--- config.mk ---
export PLATFORM = sky130hd
export DESIGN_NAME = stepper_ramp_step_generator_top
export DESIGN_NICKNAME = d
export VERILOG_FILES = /design/src/rtl/srsg_pkg.sv /design/src/rtl/srsg_div.sv /design/src/rtl/stepper_ramp_step_generator_top.sv
export SDC_FILE = /design/constraint.sdc
export NUM_CORES = 2
export LEC_CHECK = 0
export ABC_AREA = 1
export BUFFER_PORTS_ARGS = -buffer_cell sky130_fd_sc_hd__buf_4
export CELL_PAD_IN_SITES_DETAIL_PLACEMENT = 1
export CELL_PAD_IN_SITES_GLOBAL_PLACEMENT = 2
export CORE_ASPECT_RATIO = 1.2
export CORE_MARGIN = 10
export CORE_UTILIZATION = 34
export CTS_BUF_LIST = sky130_fd_sc_hd__clkbuf_16
export DETAILED_ROUTE_END_ITERATION = 8
export MAX_ROUTING_LAYER = met4
export PLACE_DENSITY = 0.82
export SLEW_MARGIN = 10
export SYNTH_ARGS = -nofsm -noshare
export SYNTH_HDL_FRONTEND = slang
export SYNTH_SLANG_ARGS = --single-unit
export TNS_END_PERCENT = 20
--- constraint.sdc ---
create_clock -name clk -period 4.49 [get_ports clk]
set_input_delay 0.449 -clock clk [delete_from_list [all_inputs] [get_ports clk]]
set_output_delay 0.449 -clock clk [all_outputs]
set_load 0.05 [all_outputs]
--- src/rtl/srsg_pkg.sv ---
// ----------------------------------------------------------------------------
// Stepper ramp step generator package
// Item types, register indexes, command codes and sequencer states of the
// generator, and the data widths that it shares with its divider.
// ----------------------------------------------------------------------------
package srsg_pkg;

  localparam int unsigned DIVIDEND_W = 32;
  localparam int unsigned DIVISOR_W  = 16;
  localparam int unsigned CFG_IDX_W  = 3;

  typedef struct packed {
    logic [31:0] timestamp;
    logic [1:0]  command;
  } srsg_in_t;

  typedef struct packed {
    logic               enable_pin;
    logic               direction_pin;
    logic               step_pin;
    logic [2:0]         microstep_pins;
    logic signed [15:0] velocity;
  } srsg_out_t;

  localparam logic [CFG_IDX_W-1:0] REG_MAX_SPEED       = 3'd0;
  localparam logic [CFG_IDX_W-1:0] REG_ACCEL_RATE      = 3'd1;
  localparam logic [CFG_IDX_W-1:0] REG_COAST_RATE      = 3'd2;
  localparam logic [CFG_IDX_W-1:0] REG_TIME_SCALE      = 3'd3;
  localparam logic [CFG_IDX_W-1:0] REG_SPEED_UNIT      = 3'd4;
  localparam logic [CFG_IDX_W-1:0] REG_MICROSTEP_CODES = 3'd5;
  localparam logic [CFG_IDX_W-1:0] REG_MOTOR_ENABLE    = 3'd6;

  localparam logic [1:0] CMD_COAST = 2'd0;

  typedef enum logic [3:0] {
    ST_IDLE,
    ST_ELAPSE,
    ST_LOCAL,
    ST_RDIV,
    ST_RCMP,
    ST_APPLY,
    ST_INDEX,
    ST_SSTART,
    ST_SDIV,
    ST_SCMP,
    ST_MIN1,
    ST_MIN2,
    ST_MIN3,
    ST_REBASE,
    ST_FINISH
  } srsg_state_t;

endpackage

--- src/rtl/srsg_div.sv ---
// ----------------------------------------------------------------------------
// Stepper ramp step generator divider
// Restoring unsigned divider that retires two quotient bits per cycle.
// A zero divisor yields a quotient of all ones.
// ----------------------------------------------------------------------------
module srsg_div (
  input  logic                             clk,
  input  logic                             rst,
  input  logic                             start,
  input  logic [srsg_pkg::DIVIDEND_W-1:0]  dividend,
  input  logic [srsg_pkg::DIVISOR_W-1:0]   divisor,
  output logic                             done,
  output logic [srsg_pkg::DIVIDEND_W-1:0]  quotient
);
  import srsg_pkg::*;

  localparam int unsigned STEPS = DIVIDEND_W / 2;
  localparam int unsigned CNT_W = $clog2(STEPS);

  logic                  busy;
  logic [CNT_W-1:0]      cnt;
  logic [DIVISOR_W-1:0]  rem;
  logic [DIVISOR_W-1:0]  rem_next;
  logic [DIVISOR_W-1:0]  dsr;
  logic [DIVIDEND_W-1:0] quotient_next;
  logic [DIVISOR_W:0]    s1;
  logic [DIVISOR_W:0]    s2;
  logic [DIVISOR_W:0]    r1;
  logic [DIVISOR_W:0]    r2;
  logic                  ge1;
  logic                  ge2;

  always_comb begin
    s1            = {rem, quotient[DIVIDEND_W-1]};
    ge1           = s1 >= {1'b0, dsr};
    r1            = ge1 ? s1 - {1'b0, dsr} : s1;
    s2            = {r1[DIVISOR_W-1:0], quotient[DIVIDEND_W-2]};
    ge2           = s2 >= {1'b0, dsr};
    r2            = ge2 ? s2 - {1'b0, dsr} : s2;
    rem_next      = r2[DIVISOR_W-1:0];
    quotient_next = {quotient[DIVIDEND_W-3:0], ge1, ge2};
  end

  always_ff @(posedge clk) begin
    if (rst) begin
      busy <= 1'b0;
      done <= 1'b0;
      cnt  <= '0;
    end else begin
      done <= 1'b0;
      if (start) begin
        busy <= 1'b1;
        cnt  <= '0;
      end else if (busy) begin
        cnt <= cnt + 1'b1;
        if (cnt == CNT_W'(STEPS - 1)) begin
          busy <= 1'b0;
          done <= 1'b1;
        end
      end
    end
  end

  always_ff @(posedge clk) begin
    if (start) begin
      quotient <= dividend;
      rem      <= '0;
      dsr      <= divisor;
    end else if (busy) begin
      quotient <= quotient_next;
      rem      <= rem_next;
    end
  end

endmodule

--- src/rtl/stepper_ramp_step_generator_top.sv ---
// An item whose velocity is updated also passes through the apply and index states,
// and at zero speed the step division is skipped.
// The ramp and step divisions run on the shared radix-4 divider.
// One item is worked on at a time; the result register frees the output side.
// Synchronous reset clears the timers, speed and pin levels and loads register defaults.
// ----------------------------------------------------------------------------
// Stepper ramp step generator
// Updates a local time base from timestamps, ramps a clamped signed velocity,
// selects the microstep level and toggles the step level once per interval.
// ----------------------------------------------------------------------------
module stepper_ramp_step_generator_top #(
  parameter logic [31:0] TIME_WRAP = 32'hFFFF_FFFF
) (
  input  logic                              clk,
  input  logic                              rst,
  input  logic                              in_valid,
  output logic                              in_ready,
  input  srsg_pkg::srsg_in_t                in_data,
  output logic                              out_valid,
  input  logic                              out_ready,
  output srsg_pkg::srsg_out_t               out_data,
  input  logic                              cfg_valid,
  output logic                              cfg_ready,
  input  logic [srsg_pkg::CFG_IDX_W-1:0]    cfg_index,
  input  logic [31:0]                       cfg_data
);
  import srsg_pkg::*;

  srsg_state_t state;
  srsg_state_t state_next;

  logic [14:0] max_speed;
  logic [15:0] accel_rate;
  logic [15:0] coast_rate;
  logic [31:0] time_scale;
  logic [11:0] speed_unit;
  logic [14:0] microstep_codes;
  logic        motor_enable;

  logic [31:0]        last_timestamp;
  logic [31:0]        local_time;
  logic [31:0]        next_ramp_time;
  logic [31:0]        next_step_time;
  logic signed [15:0] speed;
  logic               dir_level;
  logic               step_level;
  logic [2:0]         microstep_index;

  logic [31:0] ts_q;
  logic [1:0]  cmd_q;
  logic [31:0] elapsed;
  logic [31:0] interval;
  logic [31:0] low;
  logic [14:0] mag;

  logic                  div_start;
  logic [DIVISOR_W-1:0]  div_divisor;
  logic                  div_done;
  logic [DIVIDEND_W-1:0] div_quotient;

  logic               out_free;
  logic               out_load;
  logic               time_hit;
  logic [31:0]        cmp_base;
  logic [32:0]        cmp_limit;
  logic signed [1:0]  delta;
  logic signed [16:0] speed_sum;
  logic signed [16:0] speed_lim;
  logic signed [16:0] speed_clamped;
  logic [15:0]        abs_speed;
  logic [14:0]        mag_new;
  logic [2:0]         index_new;
  logic [2:0]         code_sel;

  assign cfg_ready = 1'b1;
  assign out_free  = !out_valid || out_ready;

  srsg_div u_div (
    .clk      (clk),
    .rst      (rst),
    .start    (div_start),
    .dividend (time_scale),
    .divisor  (div_divisor),
    .done     (div_done),
    .quotient (div_quotient)
  );

  always_ff @(posedge clk) begin
    if (rst) begin
      max_speed       <= 15'd1000;
      accel_rate      <= 16'd100;
      coast_rate      <= 16'd50;
      time_scale      <= 32'd1000000;
      speed_unit      <= 12'd64;
      microstep_codes <= '0;
      motor_enable    <= 1'b0;
    end else if (cfg_valid) begin
      case (cfg_index)
        REG_MAX_SPEED:       max_speed       <= cfg_data[14:0];
        REG_ACCEL_RATE:      accel_rate      <= cfg_data[15:0];
        REG_COAST_RATE:      coast_rate      <= cfg_data[15:0];
        REG_TIME_SCALE:      time_scale      <= cfg_data;
        REG_SPEED_UNIT:      speed_unit      <= cfg_data[11:0];
        REG_MICROSTEP_CODES: microstep_codes <= cfg_data[14:0];
        REG_MOTOR_ENABLE:    motor_enable    <= cfg_data[0];
        default: ;
      endcase
    end
  end

  // The ramp and step tests share one add and compare.
  always_comb begin
    cmp_base  = (state == ST_SCMP) ? next_step_time : next_ramp_time;
    cmp_limit = {1'b0, cmp_base} + {1'b0, interval};
    time_hit  = {1'b0, local_time} > cmp_limit;
  end

  always_comb begin
    if (cmd_q == CMD_COAST) begin
      if (speed > 16'sd0) begin
        delta = -2'sd1;
      end else if (speed < 16'sd0) begin
        delta = 2'sd1;
      end else begin
        delta = 2'sd0;
      end
    end else begin
      delta = $signed({1'b0, cmd_q[0]}) - $signed({1'b0, cmd_q[1]});
    end
    speed_sum = 17'(speed) + 17'(delta);
    speed_lim = $signed({2'b00, max_speed});
    if (speed_sum > speed_lim) begin
      speed_clamped = speed_lim;
    end else if (speed_sum < -speed_lim) begin
      speed_clamped = -speed_lim;
    end else begin
      speed_clamped = speed_sum;
    end
  end

  always_comb begin
    abs_speed = speed[15] ? 16'(-speed) : speed;
    mag_new   = abs_speed[14:0];
    if ({1'b0, mag_new} < {4'b0, speed_unit}) begin
      index_new = 3'd4;
    end else if ({1'b0, mag_new} < {3'b0, speed_unit, 1'b0}) begin
      index_new = 3'd3;
    end else if ({1'b0, mag_new} < {2'b0, speed_unit, 2'b0}) begin
      index_new = 3'd2;
    end else if ({1'b0, mag_new} < {1'b0, speed_unit, 3'b0}) begin
      index_new = 3'd1;
    end else begin
      index_new = 3'd0;
    end
  end

  always_comb begin
    case (microstep_index)
      3'd0:    code_sel = microstep_codes[2:0];
      3'd1:    code_sel = microstep_codes[5:3];
      3'd2:    code_sel = microstep_codes[8:6];
      3'd3:    code_sel = microstep_codes[11:9];
      3'd4:    code_sel = microstep_codes[14:12];
      default: code_sel = 3'd0;
    endcase
  end

  always_comb begin
    state_next = state;
    case (state)
      ST_IDLE:   if (in_valid) state_next = ST_ELAPSE;
      ST_ELAPSE: state_next = ST_LOCAL;
      ST_LOCAL:  state_next = ST_RDIV;
      ST_RDIV:   if (div_done) state_next = ST_RCMP;
      ST_RCMP:   state_next = time_hit ? ST_APPLY : ST_SSTART;
      ST_APPLY:  state_next = ST_INDEX;
      ST_INDEX:  state_next = ST_SSTART;
      ST_SSTART: state_next = (speed == 16'sd0) ? ST_MIN1 : ST_SDIV;
      ST_SDIV:   if (div_done) state_next = ST_SCMP;
      ST_SCMP:   state_next = ST_MIN1;
      ST_MIN1:   state_next = ST_MIN2;
      ST_MIN2:   state_next = ST_MIN3;
      ST_MIN3:   state_next = ST_REBASE;
      ST_REBASE: state_next = ST_FINISH;
      ST_FINISH: if (out_free) state_next = ST_IDLE;
      default:   state_next = ST_IDLE;
    endcase
  end

  always_comb begin
    in_ready    = (state == ST_IDLE);
    div_start   = 1'b0;
    div_divisor = {1'b0, mag};
    out_load    = 1'b0;
    case (state)
      ST_IDLE: begin
        div_start   = in_valid;
        div_divisor = (in_data.command == CMD_COAST) ? coast_rate : accel_rate;
      end
      ST_SSTART: begin
        div_start = (speed != 16'sd0);
      end
      ST_FINISH: begin
        out_load = out_free;
      end
      default: ;
    endcase
  end

  always_ff @(posedge clk) begin
    if (rst) begin
      state <= ST_IDLE;
    end else begin
      state <= state_next;
    end
  end

  always_ff @(posedge clk) begin
    if (rst) begin
      last_timestamp  <= '0;
      local_time      <= '0;
      next_ramp_time  <= '0;
      next_step_time  <= '0;
      speed           <= '0;
      dir_level       <= 1'b0;
      step_level      <= 1'b0;
      microstep_index <= '0;
    end else begin
      case (state)
        ST_ELAPSE: last_timestamp <= ts_q;
        ST_LOCAL:  local_time <= local_time + elapsed;
        ST_RCMP: begin
          if (time_hit) next_ramp_time <= next_ramp_time + interval;
        end
        ST_APPLY: begin
          speed     <= speed_clamped[15:0];
          dir_level <= speed_clamped[16];
        end
        ST_INDEX:  microstep_index <= index_new;
        ST_SSTART: begin
          if (speed == 16'sd0) next_step_time <= local_time;
        end
        ST_SCMP: begin
          if (time_hit) begin
            next_step_time <= next_step_time + interval;
            step_level     <= ~step_level;
          end
        end
        ST_REBASE: begin
          next_ramp_time <= next_ramp_time - low;
          next_step_time <= next_step_time - low;
          local_time     <= local_time - low;
        end
        default: ;
      endcase
    end
  end

  always_ff @(posedge clk) begin
    case (state)
      ST_IDLE: begin
        if (in_valid) begin
          ts_q  <= in_data.timestamp;
          cmd_q <= in_data.command;
        end
      end
      ST_ELAPSE: begin
        elapsed <= ts_q - last_timestamp + ((last_timestamp > ts_q) ? TIME_WRAP : 32'd0);
      end
      ST_RDIV: begin
        if (div_done) interval <= div_quotient;
      end
      ST_INDEX: mag <= mag_new;
      ST_SDIV: begin
        if (div_done) interval <= div_quotient >> microstep_index;
      end
      ST_MIN1: low <= (next_ramp_time < TIME_WRAP) ? next_ramp_time : TIME_WRAP;
      ST_MIN2: low <= (next_step_time < low) ? next_step_time : low;
      ST_MIN3: low <= (local_time < low) ? local_time : low;
      default: ;
    endcase
  end

  always_ff @(posedge clk) begin
    if (rst) begin
      out_valid <= 1'b0;
    end else if (out_load) begin
      out_valid <= 1'b1;
    end else if (out_ready) begin
      out_valid <= 1'b0;
    end
  end

  always_ff @(posedge clk) begin
    if (out_load) begin
      out_data.enable_pin     <= motor_enable;
      out_data.direction_pin  <= dir_level;
      out_data.step_pin       <= step_level;
      out_data.microstep_pins <= code_sel;
      out_data.velocity       <= speed;
    end
  end

endmodule

# Word-level counts from Yosys, hierarchy flattened
# Cells that the tools add are included.
[word_totals] out_inout_bits=25 in_bits=74 reg_bits=498 elab_cells=182
[classes] bitwise=2 addsub=16 shifts=1 n_mux=47 n_reduce_logical=32 order_cmp=15 eq_ne=34
[op_table] op="32-bit two-way mux" n=12
[op_table] op="32-bit case mux with 2 select lines" n=3
[op_table] op="32-bit case mux with 3 select lines" n=2
[op_table] op="32-bit adder" n=4
[op_table] op="32-bit subtractor" n=4
[op_table] op="32-bit less-than comparator" n=2
[op_table] op="4-bit case mux with 15 select lines" n=1
[op_table] op="16-bit two-way mux" n=3
[op_table] op="17-bit by 16-bit >= comparator with 1-bit output" n=2
[op_table] op="17-bit two-way mux" n=2
[op_table] op="32-bit by 32-bit adder with 33-bit output" n=1
[op_table] op="32-bit by 33-bit greater-than comparator with 1-bit output" n=1
[op_table] op="4-bit equality test (second input constant)" n=8
[op_table] op="32-bit greater-than comparator" n=1
[op_table] op="32-bit less-than comparator (second input constant)" n=1
[op_table] op="32-bit by 3-bit >> shifter with 32-bit output" n=1
[op_table] op="16-bit subtractor" n=2
[op_table] op="15-bit two-way mux" n=2
[op_table] op="2-bit AND reduction" n=10
[op_table] op="16-bit by 2-bit adder with 17-bit output" n=1
[op_table] op="17-bit by 16-bit greater-than comparator with 1-bit output" n=1
[op_table] op="17-bit less-than comparator" n=1
[op_table] op="15-bit negator with 17-bit output" n=1
[op_table] op="4-bit by 3-bit equality test with 1-bit output (second input constant)" n=4
[op_table] op="36 further kinds" n=77

# Logic depth before layout (Yosys ltp)
[depth] word_depth=8 mapped_depth=37

# Hierarchy
# From an unflattened synthesis, not the netlist that was laid out.
[hier_totals] cells_unflattened=6096 hier_area_um2=42231.8
[modules_own_cells] mod="stepper_ramp_step_generator_top" n_inst=1 cells_per_inst=5434 area_per_inst_um2=37408.4
[modules_own_cells] mod="srsg_div" n_inst=1 cells_per_inst=662 area_per_inst_um2=4823.4

# Least setup slack after synthesis
# Ideal clock, no wire load.
[synth_timing] kind="flip-flop to flip-flop" start="register state[0]" end="register next_ramp_time[20]" stages_incl_launch_ff=34 setup_slack_ps=-395 arrival_time_ps=4769 synth_period_minus_slack_ps=4885 setup_ps=116 cell_sequence="dfxtp_1 inv_2 nor2_2 inv_2 nor2_4 inv_2 buf_2 buf_2 buf_1 nand2_1 o21ai_0 fa_1 a21oi_1 o21ai_2 nand2_1 nand2_1 a21boi_0 o21ai_0 a21oi_1 o21bai_1 xnor2_1 ha_1 nand2_1 nor2_1 inv_1 nor3_1 nand3_1 nand2_1 inv_1 nand4_4 nand2_4 buf_2 o21ai_0 nor2_1"
[synth_via] elab_chain_len=6 elab_cells_between_ends=10
[synth_lines] element="from (decl)" line_no="stepper_ramp_step_generator_top.sv:29" source="srsg_state_t state;"
[synth_lines] element="from (signal assigned)" line_no="stepper_ramp_step_generator_top.sv:214" source="state <= state_next;"
[synth_lines] element="4-bit equality test" line_no="stepper_ramp_step_generator_top.sv:113" source="cmp_base = (state == ST_SCMP) ? next_step_time : next_ramp_time;"
[synth_lines] element="32-bit two-way mux" line_no="stepper_ramp_step_generator_top.sv:113"
[synth_lines] element="32-bit by 32-bit adder with 33-bit output" line_no="stepper_ramp_step_generator_top.sv:114" source="cmp_limit = {1'b0, cmp_base} + {1'b0, interval};"
[synth_lines] element="32-bit by 33-bit greater-than comparator with 1-bit output" line_no="stepper_ramp_step_generator_top.sv:115" source="time_hit = {1'b0, local_time} > cmp_limit;"
[synth_lines] element="2-bit != test (no source line)"
[synth_lines] element="2-bit AND reduction (no source line)"
[synth_lines] element="to (signal assigned)" line_no="stepper_ramp_step_generator_top.sv:233" source="if (time_hit) next_ramp_time <= next_ramp_time + interval;"
[synth_lines] element="to (signal assigned)" line_no="stepper_ramp_step_generator_top.sv:250" source="next_ramp_time <= next_ramp_time - low;"
[synth_lines] element="to (decl)" line_no="stepper_ramp_step_generator_top.sv:42" source="logic [31:0] next_ramp_time;"
# Parallel ways exist; a longest one is shown, timed or not.
# A chain may end at the register's enable or synchronous reset.

# Worst setup path in the final report
[layout_timing] start="register state[0]" end="register next_step_time[19]"
[layout_via] elab_chain_len=6 elab_cells_between_ends=11
[layout_lines] element="4-bit equality test" line_no="stepper_ramp_step_generator_top.sv:113, stepper_ramp_step_generator_top.sv:229"
[layout_lines] element="32-bit two-way mux" line_no="stepper_ramp_step_generator_top.sv:113"
[layout_lines] element="32-bit by 32-bit adder with 33-bit output" line_no="stepper_ramp_step_generator_top.sv:114"
[layout_lines] element="32-bit by 33-bit greater-than comparator with 1-bit output" line_no="stepper_ramp_step_generator_top.sv:115"
[layout_lines] element="2-bit != test (no source line)"
[layout_lines] element="3-bit AND reduction (no source line)"
[layout_lines] element="to (signal assigned)" line_no="stepper_ramp_step_generator_top.sv:241" source="if (speed == 16'sd0) next_step_time <= local_time;"
[layout_lines] element="to (signal assigned)" line_no="stepper_ramp_step_generator_top.sv:245" source="next_step_time <= next_step_time + interval;"
[layout_lines] element="to (signal assigned)" line_no="stepper_ramp_step_generator_top.sv:251" source="next_step_time <= next_step_time - low;"
[layout_lines] element="to (decl)" line_no="stepper_ramp_step_generator_top.sv:43" source="logic [31:0] next_step_time;"
# Parallel ways exist; a longest one is shown, timed or not.

==> results by group <==
Floorplan
  – Initial Util: 34.17%
  – I/O Pins: 99
  – Chip width: 343.0 um
  – Die height: 407.6 um
  – Std-Cell Rows: 142
  – Core area: 124500 um2
  – Die area: 139800 um2

STA
  – Final worst path period share: 101.0%
  – Max Slew Vio Count: 0
  – Fin crit period: 4536 ps
  – Fmax: 0.2205 GHz
  – Setup-failing EPs final: 28
  – Worst Tran Pin Value: 1053 ps
  – Setup Skew: 72.25 ps
  – RSZ-0062 raised after global routing: yes
  – Post-route setup slack: -46.06 ps
  – Max-slew headroom: 29.82%
  – Final Hold Fails: 0

Logic synthesis
  – Main flop type after synthesis: dfxtp_1
  – FF+latch count, synth: 498
  – Post-synth top area cell: edfxtp_1
  – Post-Syn Area: 42560 um2
  – Syn Area/Cell: 6.921 um2
  – Ys async rst share: 0%
  – Seq/Total Area, Yosys: 28.48%
  – Synth area leaders: edfxtp_1, dfxtp_1, ha_1, nand2_1, inv_1
  – Count leader, synth: nand2_1
  – Netlist cell types: 69
  – Top-area cell type share of the netlist area: 15.17%
  – Post-synth EDFFs: 215
  – Most frequent cells after synthesis: nand2_1, inv_1, nor2_1
  – Syn_nets: 6706
  – Gate Count Post-Synth: 6150
  – Synth Warn #: 0

CTS
  – Clk buf depth: 3
  – CTS tree: built
  – Worst-path clk slew: 60 ps
  – H-tree depth: 2
  – Worst-skew pair later-pin latency: 710 ps
  – Root Buffer: clkbuf_16
  – CTS buffer count: 57
  – CTS Sinks: 498

Power
  – PD cells: 545.4 nW/um2
  – Cell-internal power: 15360 uW
  – Sw frac: 46.07%
  – Logic pwr share: 59.9%
  – Sw Pwr: 13120 uW
  – Clock power frac: 17.0%
  – Final Power: 28470 uW
  – Flop pwr share: 23.1%
  – Leakage power: 0.02458 uW
  – Max VDD drop: 0.0003429 V

Placement
  – Number of port buffers: 97
  – Hpwl dp: 150.9 mm
  – Placed insts: 8166
  – GPL Wtd Cong: 1.035
  – Placed instance area: 47980 um2

GRT
  – GRT Util Overall: 26.66%
  – First-pass GRT wire length: 280.9 mm
  – Initial antenna violation count: 7
  – Vias in the first global route: 45460
  – GRT overflow: 0
  – Largest net degree at the start of global routing: 110

Setup path
  – Reg2reg start: state[0]
  – Worst Path Required: 5050 ps
  – Max FO, Critical Path: 14
  – Most frequent CP cell: nand2_1
  – Crit path kind: reg2reg
  – Worst R2R Path Depth: 34
  – Max incr delay on CP: 340 ps
  – Reg2Reg Setup Slack: -50 ps
  – CP endpoint kind: flop
  – Slowest stage cell, crit path: dfxtp_2
  – R2r endpoint: next_step_time[19]
  – Startpoint class of the critical path: flop
  – Arr. time, crit path: 5100 ps

Layout
  – Final Util: 41.92%
  – Fillers: 15650
  – Multi-input logic area: 28060 um2
  – Final nets: 7213
  – Fin area: 52210 um2
  – Layout cell share with drive strength beyond 1: 14.70%
  – Layout Area Growth over Synthesis: 22.67%
  – Non-Filler Instances: 8369
  – FF/Latch Area: 12130 um2

Worst hold path
  – Hold Crit Endpoint: accel_rate[15]
  – Beginning of the worst hold path: cfg_data[15]
  – Worst hold path class: in2reg
  – Hold Path Cell Cnt: 3

Detailed routing
  – First DRT Iteration DRCs: 2615
  – DRT Pass-1 Iters: 5
  – Drt wl/cell: 22.78 um
  – Routed WL: 190.6 mm
  – Vias per cell: 5.331
  – Via count: 44610
  – Routed Antenna Nets: 0
  – DRC Markers: 0

Job
  – # Max-Cap Violations: 0

Run status
  – Outcome: finished with violations
  – Failing checks: setup timing
flip-flops by register name (all words and copies together) (netlist names), 12 cells and up:
name,cells
next_ramp_time,32
speed_unit,12
max_speed,15
coast_rate,16
interval,32
next_step_time,32
speed,16
low,32
u_div.dsr,16
mag,15
ts_q,32
time_scale,32
u_div.quotient,32
local_time,32
microstep_codes,15
last_timestamp,32
accel_rate,16
u_div.rem,16
out_data,22
elapsed,32
routing by layer:
metal	vias up	wire length, um	global-route usage (%)
met5	-	0	-
met4	0	11550	13.42
met3	378	7766	2.872
met2	1036	91540	44.60
met1	21620	79780	31.47
li1	21580	-	-
how the worst max path moves through the flow:
| stage | start | endpoint | slack, ps | cells after the start |
|---|---|---|---|---|
| 4_1_cts | state[0] | next_ramp_time[13] | -20 | 33 |
| 2_1_floorplan | speed[1] | speed[10] | -110 | 32 |
| 5_1_grt | state[0] | next_step_time[8] | -320 | 35 |
| 3_5_place_dp | state[0] | next_ramp_time[13] | -270 | 32 |
| 3_3_place_gp | state[0] | next_ramp_time[4] | -130 | 29 |
| 6_report | state[0] | next_step_time[19] | -50 | 34 |
layout make-up:
cell class	instances	share of cell area [%]
Inverter	796	5.766
Timing Repair Buffer	604	9.598
Tap cell	1656	3.968
Clock buffer	57	2.732
Sequential cell	498	23.24
Timing Repair inverter	2	0.03834
Clock inverter	51	0.8915
Antenna cell	7	0.03355
Multi-Input combinational cell	4698	53.73
critical path: cells and delay by family (launching register included):
| kind | cells | cell delay [ps] |
|---|---|---|
| buffers and inverters | 11 | 1220 |
| adders and majority gates | 2 | 500 |
| DFF | 1 | 340 |
| xor gates and xnor gates | 1 | 190 |
| AOI/OAI and AO/OA | 3 | 600 |
| and+or+nand+nor | 17 | 1550 |
timing repair:
| action | CTS | global route |
|---|---|---|
| endpoints found under the setup margin | 86 | 119 |
| hold buffers | 42 | 0 |
| setup buffers | 2 | 28 |
| endpoints found under the hold margin | 42 | 0 |
| pin swaps | 15 | 82 |
| resized for setup | 60 | 297 |
| gates cloned | 1 | 15 |
logic make-up (layout without fill, tap and decap cells):
kind of cell / after synthesis / after routing / share of synthesized area (%)
fa+ha+maj: 482 / 482 / 14.87
flops: 498 / 498 / 28.48
xor+xnor: 187 / 187 / 3.848
buf+inv: 954 / 1510 / 8.684
simple gates: 2620 / 2620 / 25.65
compound gates: 1406 / 1406 / 18.41
mux: 2 / 2 / 0.04704
other cells: 1 / 8 / 0.008811
power groups by stage:
| stage | logic (uW) | clock network [uW] | registers, uW |
|---|---|---|---|
| CTS | 15900 | 4930 | 6580 |
| detailed placement | 15600 | 0 | 6670 |
| finish | 17100 | 4830 | 6590 |
| global route | 19000 | 5100 | 6660 |
| global placement | 15300 | 0 | 6650 |
| floorplan | 9450 | 0 | 6460 |
layout by cell type, fill, tap and decap left out, types with 47 or more instances in the layout:
cell | netlist | routed
nor3_1 | 67 | 52
xor2_1 | 118 | 110
xnor2_1 | 69 | 67
nand3_1 | 314 | 299
nand2_1 | 1379 | 1333
o21ai_0 | 568 | 522
nand2_2 | 10 | 47
a21oi_1 | 528 | 484
nor2_1 | 678 | 645
o21ai_1 | 15 | 52
dfxtp_1 | 283 | 274
o211ai_1 | 49 | 49
buf_4 | 7 | 523
nand4_1 | 81 | 81
clkbuf_16 | 0 | 64
edfxtp_1 | 215 | 215
ha_1 | 442 | 413
inv_1 | 778 | 764
through the flow:
step | hold slack, ps | setup TNS (ps) | worst slack (ps)
floorplan | 401.9 | -888.9 | -108.3
global placement | 422.9 | -6023 | -132.4
detailed placement | 421.3 | -15370 | -274.9
CTS | 0.1331 | -22.75 | -22.75
global route | 37.93 | -18880 | -323.3
finish | 34.37 | -540.9 | -46.06
Note: power is estimated with default switching activity, not from simulation.
